[src/mqf_pkg.sv]
`timescale 1ns / 1ps
// ----------------------------------------------------------------------------
// Multi-queue FIFO package
// Shared constants, codes and controller-to-datapath command type.
// ----------------------------------------------------------------------------
package mqf_pkg;

	localparam int QUEUE_DEPTH_DEF = 16;
	localparam int QUEUE_COUNT_DEF = 4;
	localparam int WORD_WIDTH_DEF  = 32;
	localparam int LOST_W          = 32;
	localparam int QIDX_W          = 3;

	typedef enum logic [1:0] {
		OP_CLEAR = 2'd0,
		OP_PUSH  = 2'd1,
		OP_POP   = 2'd2
	} op_t;

	typedef enum logic [1:0] {
		ST_OK    = 2'd0,
		ST_LIMIT = 2'd1,
		ST_FULL  = 2'd2,
		ST_EMPTY = 2'd3
	} status_t;

	typedef struct packed {
		logic capture;
		logic execute;
	} mqf_cmd_t;

endpackage

[src/mqf_ram.sv]
`timescale 1ns / 1ps
// ----------------------------------------------------------------------------
// Generic RAM
// One write port, one read port, registered read data.
// ----------------------------------------------------------------------------
module mqf_ram #(
	parameter int WIDTH = 32,
	parameter int DEPTH = 64,
	parameter int AW    = (DEPTH > 1) ? $clog2(DEPTH) : 1
) (
	input  logic             clk,
	input  logic             we,
	input  logic [AW-1:0]    waddr,
	input  logic [WIDTH-1:0] wdata,
	input  logic             re,
	input  logic [AW-1:0]    raddr,
	output logic [WIDTH-1:0] rdata
);

	logic [WIDTH-1:0] mem_q [DEPTH];
	logic [WIDTH-1:0] rdata_q;

	always_ff @(posedge clk) begin
		if (we) begin
			mem_q[waddr] <= wdata;
		end
		if (re) begin
			rdata_q <= mem_q[raddr];
		end
	end

	assign rdata = rdata_q;

endmodule

[src/mqf_ctrl.sv]
`timescale 1ns / 1ps
// ----------------------------------------------------------------------------
// Multi-queue FIFO controller
// Sequences accept, execute and result cycles for each item.
// ----------------------------------------------------------------------------
module mqf_ctrl
	import mqf_pkg::*;
(
	input  logic     clk,
	input  logic     arst_n,
	input  logic     start,
	output logic     busy,
	output logic     done,
	output mqf_cmd_t cmd
);

	typedef enum logic [1:0] {
		S_IDLE,
		S_EXEC,
		S_FETCH
	} state_t;

	state_t state_q;
	logic   done_q;
	logic   capture;

	assign busy    = (state_q == S_EXEC);
	assign capture = start && !busy;

	assign cmd.capture = capture;
	assign cmd.execute = (state_q == S_EXEC);
	assign done        = done_q;

	always_ff @(posedge clk or negedge arst_n) begin
		if (!arst_n) begin
			state_q <= S_IDLE;
			done_q  <= 1'b0;
		end else begin
			done_q <= (state_q == S_EXEC);
			unique case (state_q)
				S_IDLE:  state_q <= capture ? S_EXEC : S_IDLE;
				S_EXEC:  state_q <= S_FETCH;
				S_FETCH: state_q <= capture ? S_EXEC : S_IDLE;
				default: state_q <= S_IDLE;
			endcase
		end
	end

`ifndef SYNTHESIS
	a_accept_busy: assert property (@(posedge clk) disable iff (!arst_n)
		capture |=> busy)
		else $error("accepted item did not enter execute");
	a_exec_done: assert property (@(posedge clk) disable iff (!arst_n)
		busy |=> (done && !busy))
		else $error("execute not followed by result strobe");
	a_done_src: assert property (@(posedge clk) disable iff (!arst_n)
		done |-> $past(busy))
		else $error("result strobe without execute");
`endif

endmodule

[src/mqf_datapath.sv]
`timescale 1ns / 1ps
// ----------------------------------------------------------------------------
// Multi-queue FIFO datapath
// Item registers, per-queue pointers and counters, slot RAM and result regs.
// ----------------------------------------------------------------------------
module mqf_datapath
	import mqf_pkg::*;
#(
	parameter int QUEUE_DEPTH = QUEUE_DEPTH_DEF,
	parameter int QUEUE_COUNT = QUEUE_COUNT_DEF,
	parameter int WORD_WIDTH  = WORD_WIDTH_DEF
) (
	input  logic                  clk,
	input  logic                  arst_n,
	input  mqf_cmd_t              cmd,
	input  logic [1:0]            op,
	input  logic [QIDX_W-1:0]     queue_index,
	input  logic [WORD_WIDTH-1:0] write_data,
	output logic [1:0]            status,
	output logic [WORD_WIDTH-1:0] read_data,
	output logic [LOST_W-1:0]     lost_count
);

	localparam int PW = $clog2(QUEUE_DEPTH);
	localparam int QW = (QUEUE_COUNT > 1) ? $clog2(QUEUE_COUNT) : 1;
	localparam int SLOTS = QUEUE_COUNT * QUEUE_DEPTH;
	localparam int AW = (SLOTS > 1) ? $clog2(SLOTS) : 1;

	logic [1:0]            op_q;
	logic [QIDX_W-1:0]     qidx_q;
	logic [WORD_WIDTH-1:0] wdata_q;

	logic [PW-1:0]     wp_q   [QUEUE_COUNT];
	logic [PW-1:0]     rp_q   [QUEUE_COUNT];
	logic [PW-1:0]     occ_q  [QUEUE_COUNT];
	logic [LOST_W-1:0] lost_q [QUEUE_COUNT];

	logic [1:0]        status_q;
	logic [LOST_W-1:0] lost_out_q;
	logic              rd_sel_q;

	logic              in_range;
	logic [QW-1:0]     q;
	logic [PW-1:0]     cur_wp, cur_rp, cur_occ, nxt_wp, nxt_rp;
	logic [LOST_W-1:0] cur_lost, sat_lost;
	logic              full, empty;
	logic              do_push, do_pop, do_drop, do_clear;
	logic [1:0]        res_status;
	logic [LOST_W-1:0] res_lost;
	logic [AW-1:0]     waddr, raddr;
	logic [WORD_WIDTH-1:0] ram_rdata;

	assign in_range = (32'(qidx_q) < QUEUE_COUNT);
	assign q        = QW'(qidx_q);
	assign cur_wp   = wp_q[q];
	assign cur_rp   = rp_q[q];
	assign cur_occ  = occ_q[q];
	assign cur_lost = lost_q[q];
	assign full     = (cur_occ == PW'(QUEUE_DEPTH - 1));
	assign empty    = (cur_occ == '0);
	assign nxt_wp   = (cur_wp == PW'(QUEUE_DEPTH - 1)) ? '0 : cur_wp + 1'b1;
	assign nxt_rp   = (cur_rp == PW'(QUEUE_DEPTH - 1)) ? '0 : cur_rp + 1'b1;
	assign sat_lost = (cur_lost == '1) ? cur_lost : cur_lost + 1'b1;

	assign waddr = AW'(int'(q) * QUEUE_DEPTH + int'(cur_wp));
	assign raddr = AW'(int'(q) * QUEUE_DEPTH + int'(cur_rp));

	always_comb begin
		do_push    = 1'b0;
		do_pop     = 1'b0;
		do_drop    = 1'b0;
		do_clear   = 1'b0;
		res_status = ST_OK;
		res_lost   = cur_lost;
		if (!in_range) begin
			res_status = ST_LIMIT;
			res_lost   = '0;
		end else begin
			unique case (op_t'(op_q))
				OP_CLEAR: begin
					do_clear = 1'b1;
					res_lost = '0;
				end
				OP_PUSH: begin
					if (full) begin
						do_drop    = 1'b1;
						res_status = ST_FULL;
						res_lost   = sat_lost;
					end else begin
						do_push = 1'b1;
					end
				end
				OP_POP: begin
					if (empty) begin
						res_status = ST_EMPTY;
					end else begin
						do_pop = 1'b1;
					end
				end
				default: res_status = ST_OK;
			endcase
		end
	end

	always_ff @(posedge clk) begin
		if (cmd.capture) begin
			op_q    <= op;
			qidx_q  <= queue_index;
			wdata_q <= write_data;
		end
		if (cmd.execute) begin
			status_q   <= res_status;
			lost_out_q <= res_lost;
			rd_sel_q   <= do_pop;
		end
	end

	always_ff @(posedge clk or negedge arst_n) begin
		if (!arst_n) begin
			for (int i = 0; i < QUEUE_COUNT; i++) begin
				wp_q[i]   <= '0;
				rp_q[i]   <= '0;
				occ_q[i]  <= '0;
				lost_q[i] <= '0;
			end
		end else if (cmd.execute) begin
			if (do_clear) begin
				wp_q[q]   <= '0;
				rp_q[q]   <= '0;
				occ_q[q]  <= '0;
				lost_q[q] <= '0;
			end
			if (do_push) begin
				wp_q[q]  <= nxt_wp;
				occ_q[q] <= cur_occ + 1'b1;
			end
			if (do_pop) begin
				rp_q[q]  <= nxt_rp;
				occ_q[q] <= cur_occ - 1'b1;
			end
			if (do_drop) begin
				lost_q[q] <= sat_lost;
			end
		end
	end

	mqf_ram #(
		.WIDTH(WORD_WIDTH),
		.DEPTH(SLOTS),
		.AW   (AW)
	) u_slots (
		.clk  (clk),
		.we   (cmd.execute && do_push),
		.waddr(waddr),
		.wdata(wdata_q),
		.re   (cmd.execute && do_pop),
		.raddr(raddr),
		.rdata(ram_rdata)
	);

	assign status     = status_q;
	assign lost_count = lost_out_q;
	assign read_data  = rd_sel_q ? ram_rdata : '0;

endmodule

[src/multi_queue_fifo_engine.sv]
`timescale 1ns / 1ps
// Result: the strobe (done) is registered from the execute state, as are status and read data.
// Accept: a new item is taken in idle or fetch but not while busy; busy is high in the execute
// cycle after acceptance, and the registered read of the slot RAM completes in the fetch state.
// Reset: arst_n clears pointers, occupancy, lost counters and control; slot RAM is not cleared.
// The receiver cannot stall; each result strobe (done) is shown for exactly one cycle.
// ----------------------------------------------------------------------------
// Multi-queue FIFO engine
// Independent circular word queues with clear, push and pop commands.
// ----------------------------------------------------------------------------
module multi_queue_fifo_engine
	import mqf_pkg::*;
#(
	parameter int QUEUE_DEPTH = QUEUE_DEPTH_DEF,
	parameter int QUEUE_COUNT = QUEUE_COUNT_DEF,
	parameter int WORD_WIDTH  = WORD_WIDTH_DEF
) (
	input  logic                  clk,
	input  logic                  arst_n,
	input  logic                  start,
	output logic                  busy,
	input  logic [1:0]            op,
	input  logic [QIDX_W-1:0]     queue_index,
	input  logic [WORD_WIDTH-1:0] write_data,
	output logic                  done,
	output logic [1:0]            status,
	output logic [WORD_WIDTH-1:0] read_data,
	output logic [LOST_W-1:0]     lost_count
);

	mqf_cmd_t cmd;

	mqf_ctrl u_ctrl (
		.clk   (clk),
		.arst_n(arst_n),
		.start (start),
		.busy  (busy),
		.done  (done),
		.cmd   (cmd)
	);

	mqf_datapath #(
		.QUEUE_DEPTH(QUEUE_DEPTH),
		.QUEUE_COUNT(QUEUE_COUNT),
		.WORD_WIDTH (WORD_WIDTH)
	) u_dp (
		.clk        (clk),
		.arst_n     (arst_n),
		.cmd        (cmd),
		.op         (op),
		.queue_index(queue_index),
		.write_data (write_data),
		.status     (status),
		.read_data  (read_data),
		.lost_count (lost_count)
	);

endmodule
[config.mk]
export PLATFORM = sky130hd
export DESIGN_NAME = multi_queue_fifo_engine
export DESIGN_NICKNAME = d
export VERILOG_FILES = /design/src/mqf_pkg.sv /design/src/mqf_ram.sv /design/src/mqf_ctrl.sv /design/src/mqf_datapath.sv /design/src/multi_queue_fifo_engine.sv
export SDC_FILE = /design/constraint.sdc
export NUM_CORES = 2
export LEC_CHECK = 0
export BUFFER_PORTS_ARGS = -buffer_cell sky130_fd_sc_hd__buf_2
export CAP_MARGIN = 20
export CORE_UTILIZATION = 57
export DETAILED_ROUTE_END_ITERATION = 16
export PLACE_DENSITY = 0.83
export SLEW_MARGIN = 20
export SYNTH_ARGS = -nofsm -noshare
export SYNTH_HDL_FRONTEND = slang
export SYNTH_SLANG_ARGS = --single-unit
[constraint.sdc]
create_clock -name clk -period 4.55 [get_ports clk]
set_clock_uncertainty 0.1 [all_clocks]
set_input_delay 1.1375 -clock clk [delete_from_list [all_inputs] [get_ports clk]]
set_output_delay 1.1375 -clock clk [all_outputs]
set_load 0.005 [all_outputs]
# Word level (Yosys, flattened, before mapping)

Memories as Yosys holds them, arrays and structs flattened. A register that Yosys moved wholly into a read port is not among the register bits.
Cells that the tools add are included.

Register bits: 251
Bits in writable memories: 2048
Bits of input ports: 40
Output and inout bits: 68
Word-level logic and storage cells: 118
Memories kept: 1

Memory list:

| memory             | words | bits a word | rd ports | clocked after Yosys merged registers in | wr ports | RTL line      | text |
|---|---|---|---|---|---|---|---|
| u_dp.u_slots.mem_q | 64    | 32          | 1        | 1                                       | 1        | mqf_ram.sv:20 | `logic [WIDTH-1:0] mem_q [DEPTH];` |

$add $sub $neg: 7
Magnitude comparators: 3
Equal/unequal tests: 8
Multiplexer cells: 59
Bitwise logic cells: 7
Reduce and logical (&&, ||, !) cells: 9

Operator list:

| operator                                      | count |
|---|---|
| 2-to-1 mux 128 bit                            | 3 |
| 2-to-1 mux 32 bit                             | 6 |
| 2-to-1 mux 16 bit                             | 11 |
| AND 128 bit                                   | 1 |
| bitwise mux 128 bit                           | 1 |
| NOT 128 bit                                   | 1 |
| binary-select mux 32 bit (select 2 bit)       | 1 |
| bitwise mux 16 bit                            | 4 |
| demux 32 bit (select 2 bit)                   | 1 |
| one-hot mux 32 bit (2 select lines)           | 1 |
| AND 16 bit                                    | 3 |
| 2-to-1 mux 4 bit                              | 9 |
| adder 32 x 1 -> 32 bit, second input constant | 1 |
| == test 32 bit, second input constant         | 1 |
| binary-select mux 4 bit (select 2 bit)        | 3 |
| NOT 16 bit                                    | 1 |
| 2-to-1 mux 1 bit                              | 14 |
| adder 4 x 1 -> 4 bit, second input constant   | 3 |
| adder 6 x 4 -> 6 bit                          | 2 |
| == test 4 bit, second input constant          | 3 |
| demux 4 bit (select 2 bit)                    | 1 |
| one-hot mux 2 bit (2 select lines)            | 2 |
| == test 2 x 1 -> 1 bit, second input constant | 2 |
| == test 2 bit, second input constant          | 2 |
| 11 further kinds                              | 16 |

# Logic depth before layout (Yosys ltp)

Word-level depth: 14
Gate-level depth with buffers: 15
Gate-level depth less buffers: 9

# By module

A second synthesis with hierarchy kept.

Cell total of the unflattened synthesis: 4384
Area total of the unflattened synthesis: 90933.5 um^2

Modules (own cells, without submodules):

| module       | times used | cells an instance | area each (um^2) | sequential area each (um^2) |
|---|---|---|---|---|
| mqf_ram      | 1          | 3324              | 78835.6          | 62459.9 |
| mqf_datapath | 1          | 1053              | 12001.5          | 6566.3 |
| mqf_ctrl     | 1          | 7                 | 96.3             | 50.0 |

# Worst setup path after synthesis

Ideal clock, no wire load.

Path kind: reg2reg
Start point: reg u_dp.qidx_q[0]
End point: mem u_dp.u_slots.mem_q[54][0] (enable)
Library setup time: 421 ps
Arrival: 4303 ps
Data required time: 4029 ps
Slack: -274 ps
Stages on the path, launching flop included: 13
Path buffers: 4
Clock period less this slack: 4824 ps
Cell sequence: edfxtp_1 -> buf_6 -> buf_8 -> buf_6 -> clkbuf_1 -> mux4_2 -> ha_1 -> and3_1 -> nor2_2 -> nand2_1 -> nor2_1 -> nand2_1 -> nor2_1

Cells in the longest elaborated chain, start to end: 11
Elaborated cells between the ends (all ways): 16
Classes of those cells: add/sub (1); order compare (1); eq/ne (1); mux (11); bitwise (1); reduce/logical (1)

Ends and longest elaborated chain:

| what                                                 | RTL line                               | text |
|---|---|---|
| start, declared                                      | mqf_datapath.sv:30                     | `logic [QIDX_W-1:0] qidx_q;` |
| start signal, assigned                               | mqf_datapath.sv:108                    | `qidx_q <= queue_index;` |
| NOT 2 -> 3 bit (not written as such)                 | mqf_datapath.sv:55, mqf_datapath.sv:57 |  |
| binary-select mux 4 bit (select 2 bit)               | mqf_datapath.sv:57                     | `assign cur_occ = occ_q[q];` |
| 2-to-1 mux 4 bit (not written as such) (2 in series) | mqf_datapath.sv:57                     |  |
| == test 4 bit                                        | mqf_datapath.sv:59                     | `assign full = (cur_occ == PW'(QUEUE_DEPTH - 1));` |
| 2-to-1 mux 1 bit                                     | mqf_datapath.sv:85                     | `if (full) begin` |
| 2-to-1 mux 1 bit                                     | mqf_datapath.sv:79                     | `unique case (op_t'(op_q))` |
| 2-to-1 mux 1 bit                                     | mqf_datapath.sv:75                     | `if (!in_range) begin` |
| logical AND 1 bit                                    | mqf_datapath.sv:153                    | `.we (cmd.execute && do_push),` |
| 2-to-1 mux 1 bit                                     | mqf_ram.sv:24                          | `if (we) begin` |
| 2-to-1 mux 1 bit (not written as such)               | mqf_ram.sv:25                          | `mem_q[waddr] <= wdata;` |
| end, declared                                        | mqf_ram.sv:20                          |  |

Parallel ways exist; a longest one is shown, timed or not. The select of a mux whose other input is x is not followed.

# Worst setup path in the final report

Start point: reg u_dp.qidx_q[1]
End point: reg u_dp.u_slots.rdata_q[18], in the netlist u_dp.u_slots.rdata[18] (read register of u_dp.u_slots.mem_q) (data pin)

Cells in the longest elaborated chain, start to end: 9
Elaborated cells between the ends (all ways): 14
Classes of those cells: add/sub (1); order compare (1); mux (9); bitwise (1); reduce/logical (2)

Ends and longest elaborated chain:

| what                                                 | RTL line                               | text |
|---|---|---|
| NOT 2 -> 3 bit (not written as such)                 | mqf_datapath.sv:56, mqf_datapath.sv:57 |  |
| binary-select mux 4 bit (select 2 bit)               | mqf_datapath.sv:57                     |  |
| 2-to-1 mux 4 bit (not written as such) (2 in series) | mqf_datapath.sv:57                     |  |
| zero test 4 bit                                      | mqf_datapath.sv:60                     | `assign empty = (cur_occ == '0);` |
| 2-to-1 mux 1 bit                                     | mqf_datapath.sv:94                     | `if (empty) begin` |
| 2-to-1 mux 1 bit                                     | mqf_datapath.sv:79                     |  |
| 2-to-1 mux 1 bit                                     | mqf_datapath.sv:75                     |  |
| logical AND 1 bit                                    | mqf_datapath.sv:156                    | `.re (cmd.execute && do_pop),` |
| end, declared                                        | mqf_ram.sv:21                          | `logic [WIDTH-1:0] rdata_q;` |

Parallel ways exist; a longest one is shown, timed or not. The select of a mux whose other input is x is not followed.
A chain may end at the register's enable or synchronous reset.

==> summary.txt <==
Status
  – Status: finished clean

STA
  – Final setup viols: 0
  – Worst-Margin Slew: 1.27 ns
  – Tcrit/Tclk final: 0.992
  – Tmin final: 4.52 ns
  – RSZ-0062 raised after global routing: no
  – Rel. slew slack: 0.147
  – Slew Viols, Final: 0
  – Hold WS: 0.329 ns
  – Fmax: 221 MHz
  – Final Hold Vio Count: 0
  – Worst Slack Setup Final: 0.0343 ns

Floorplanning
  – Site row count: 146
  – Chip width: 402 um
  – IO Count: 108
  – Die area: 162000 um2
  – Die height: 402 um
  – Initial Utilization: 0.576
  – Core Footprint: 159000 um2

GRT
  – Met1 Use GR: 0.426
  – First-pass GRT wire length: 386000 um
  – Vias in the first global route: 53600
  – Routing usage on met2: 0.508
  – Total gr overflow: 0
  – Initial antenna violation count: 23
  – Met3 Use GR: 0.122
  – GRT Total Usage: 0.337
  – Grt peak-use layer: met2
  – Largest net degree at the start of global routing: 129

Detailed routing
  – Total number of vias: 54100
  – Iter 0 DRT Violations: 9825
  – DRC viols: 0
  – Detailed Routing Iterations Pass 1: 6
  – Final wirelength: 273000 um
  – Final ANT Viol Nets: 0
  – Wire length per cell: 36.2 um
  – Routed vias/inst: 7.18

Critical path
  – Flop-to-flop setup slack: 0.03 ns
  – Max Fanout on Critical Path: 24
  – Critical path's slowest cell: edfxtp_1
  – Arrival time of the worst setup path: 5.03 ns
  – CP startpoint kind: flip-flop
  – Crit-path max cell delay: 0.63 ns
  – Crit path buf inv count: 2
  – Setup Crit Path Kind: flip-flop to flip-flop
  – Worst EP required: 5.07 ns
  – Crit-path most repeated cell: buf_4
  – Crit end category: flip-flop
  – CP top delay family: multiplexers
  – Crit-path cells: buf_4, mux2_2, mux2i_4, buf_4, nand3_1, nand3b_1, o2111ai_1, o21ai_0, or3_1

Cells and area
  – Area Overhead vs Synth: 12.8%
  – Layout cells sized above 1: 0.226
  – Fillcell total: 9547
  – Leading cell type in the layout, fill and taps excluded: edfxtp_1
  – Final core occ: 0.649
  – Most frequent cells in the layout: edfxtp_1, nand2_1, mux4_2
  – NumNets Final: 5330
  – Register area: 69100 um2
  – Multi-input gate area: 21100 um2

Yosys
  – Yosys Warn Count: 0
  – Mapped cell area: 91400 um2
  – Share of the synthesized area in the top cell type: 0.707
  – Multiplexer share of the synthesized area: 0.124
  – Synth async-reset ratio: 0.0764
  – Syn_area_per_cell: 18.6 um2
  – Area leader, netlist: edfxtp_1
  – Post-Synth Adder-Cell Area: 0.00110
  – Largest family of logic cells by synthesized area: multiplexers
  – Netlist cell types: 81
  – Simple-Gate Fraction of Synth Area: 0.0501
  – Mapped Nets: 4955
  – #FFs+latches synth: 2330
  – Post-synth EDFFs: 2152
  – Compound-gate portion of the synthesized area: 0.0454
  – Top post-synthesis cells by area: edfxtp_1, mux4_2, dfrtp_1
  – Post-synthesis sequential area ratio: 0.756
  – Gate Count Post-Synth: 4907
  – Post-Synth XOR/XNOR Area: 0.00381
  – Synth Flop Type: edfxtp_1

Power
  – Pwr Density: 432 nW/um2
  – Leakage power: 33.1 nW
  – VDD IR max: 0.503 mV

Placed design
  – PortBufs: 107
  – Gpl congestion: 0.918
  – Placed wire-length estimate: 158000 um
  – Setup Slack @ Placement: 0.251 ns

Clock tree
  – CTS Buf Count: 214
  – # H-tree levels: 4
  – Post-CTS Hold Fix Bufs: 0
  – Clk sinks: 2330
  – Clock Latency Late Sink: 0.87 ns
  – CTS tree: built
  – CTS Root Cell: clkbuf_16
  – Worst-path clk slew: 0.07 ns
  – Clk buf depth: 3
  – Post-CTS resize count: 0
  – Setup Buffers After CTS: 0

Hold path
  – HP Class: primary input to flip-flop

Flow run
  – Max_cap viols: 0
## area by class of cell
class / instances / share of cell area
Sequential cell: 2330 / 0.670
Tap cell: 2072 / 0.0251
Clock inverter: 125 / 0.0106
Multi-Input combinational cell: 2307 / 0.204
Timing Repair Buffer: 416 / 0.0338
Antenna cell: 8 / 0.000194
Inverter: 13 / 0.000801
Clock buffer: 270 / 0.0549
## cells in the mapped netlist, drive strengths merged, types with 20 or more instances
| library cell | n |
|---|---|
| o22ai | 62 |
| buf | 174 |
| nand3 | 88 |
| a211oi | 22 |
| a21oi | 89 |
| nand4 | 40 |
| nor4 | 33 |
| edfxtp | 2152 |
| a22oi | 62 |
| mux4 | 401 |
| a22o | 57 |
| mux2i | 220 |
| nor3 | 26 |
| xor2 | 22 |
| and2 | 44 |
| dfrtp | 178 |
| nor2 | 131 |
| nand2 | 550 |
| clkbuf | 83 |
| and3 | 20 |
| nor2b | 25 |
| a221oi | 22 |
| a31oi | 38 |
| o21ai | 184 |
## metal layers
metal	wire length, um	share of wire	up-vias
met2	123000	0.45	5456
met4	18700	0.069	22
met3	43200	0.16	1166
li1	-	-	20500
met1	87500	0.32	27000
met5	193	0.00071	-
## power by group
part / switching (mW) / internal [mW] / leakage, nW
registers: 0.0757 / 23.6 / 21.9
clock network: 8.15 / 9.33 / 3.27
logic: 2.13 / 1.28 / 7.96
total: 10.4 / 34.2 / 33.1
## registers in the layout (all words and copies together) (netlist names)
signal              cells
u_ctrl.done             1
u_ctrl.state_q          1
u_dp.lost_count        32
u_dp.lost_q           128
u_dp.occ_q             16
u_dp.op_q               2
u_dp.qidx_q             3
u_dp.rd_sel_q           1
u_dp.rp_q              16
u_dp.status             2
u_dp.u_slots.mem_q   2048
u_dp.u_slots.rdata     32
u_dp.wdata_q           32
u_dp.wp_q              16
## path summary, 6_finish.rpt
check	to	startpoint	depth (start not counted)
worst max-delay path	u_dp.u_slots.rdata[18]	u_dp.qidx_q[1]	9
worst min-delay path	u_dp.wdata_q[26]	write_data[26]	1
worst max register to register	u_dp.u_slots.rdata[18]	u_dp.qidx_q[1]	9
worst min register to register	u_ctrl.state_q[0]	u_ctrl.state_q[0]	1
max in group asynchronous	u_dp.rp_q[14]	arst_n	2
min in group asynchronous	u_dp.lost_q[60]	arst_n	1
## through the flow
stage	std cells	area, um2	TNS (ns)	total power [mW]
after CTS	7530	103000	0	44.4
final	7541	103000	0	44.5
after floorplan	4907	91400	-382.08	26.4
after global routing	7533	103000	0	45.4
after detailed placement	7135	96300	0	27.3
after global placement	7135	96300	0	27.2
## cells by family (layout without fill, tap and decap cells)
group,Yosys count,in the layout
flops,2330,2330
simple gates,1009,1009
mux,630,630
compound gates,628,628
buf+inv,270,824
xor+xnor,32,32
fa+ha+maj,8,8
other cells,0,8
(Power assumes the default switching activity.)
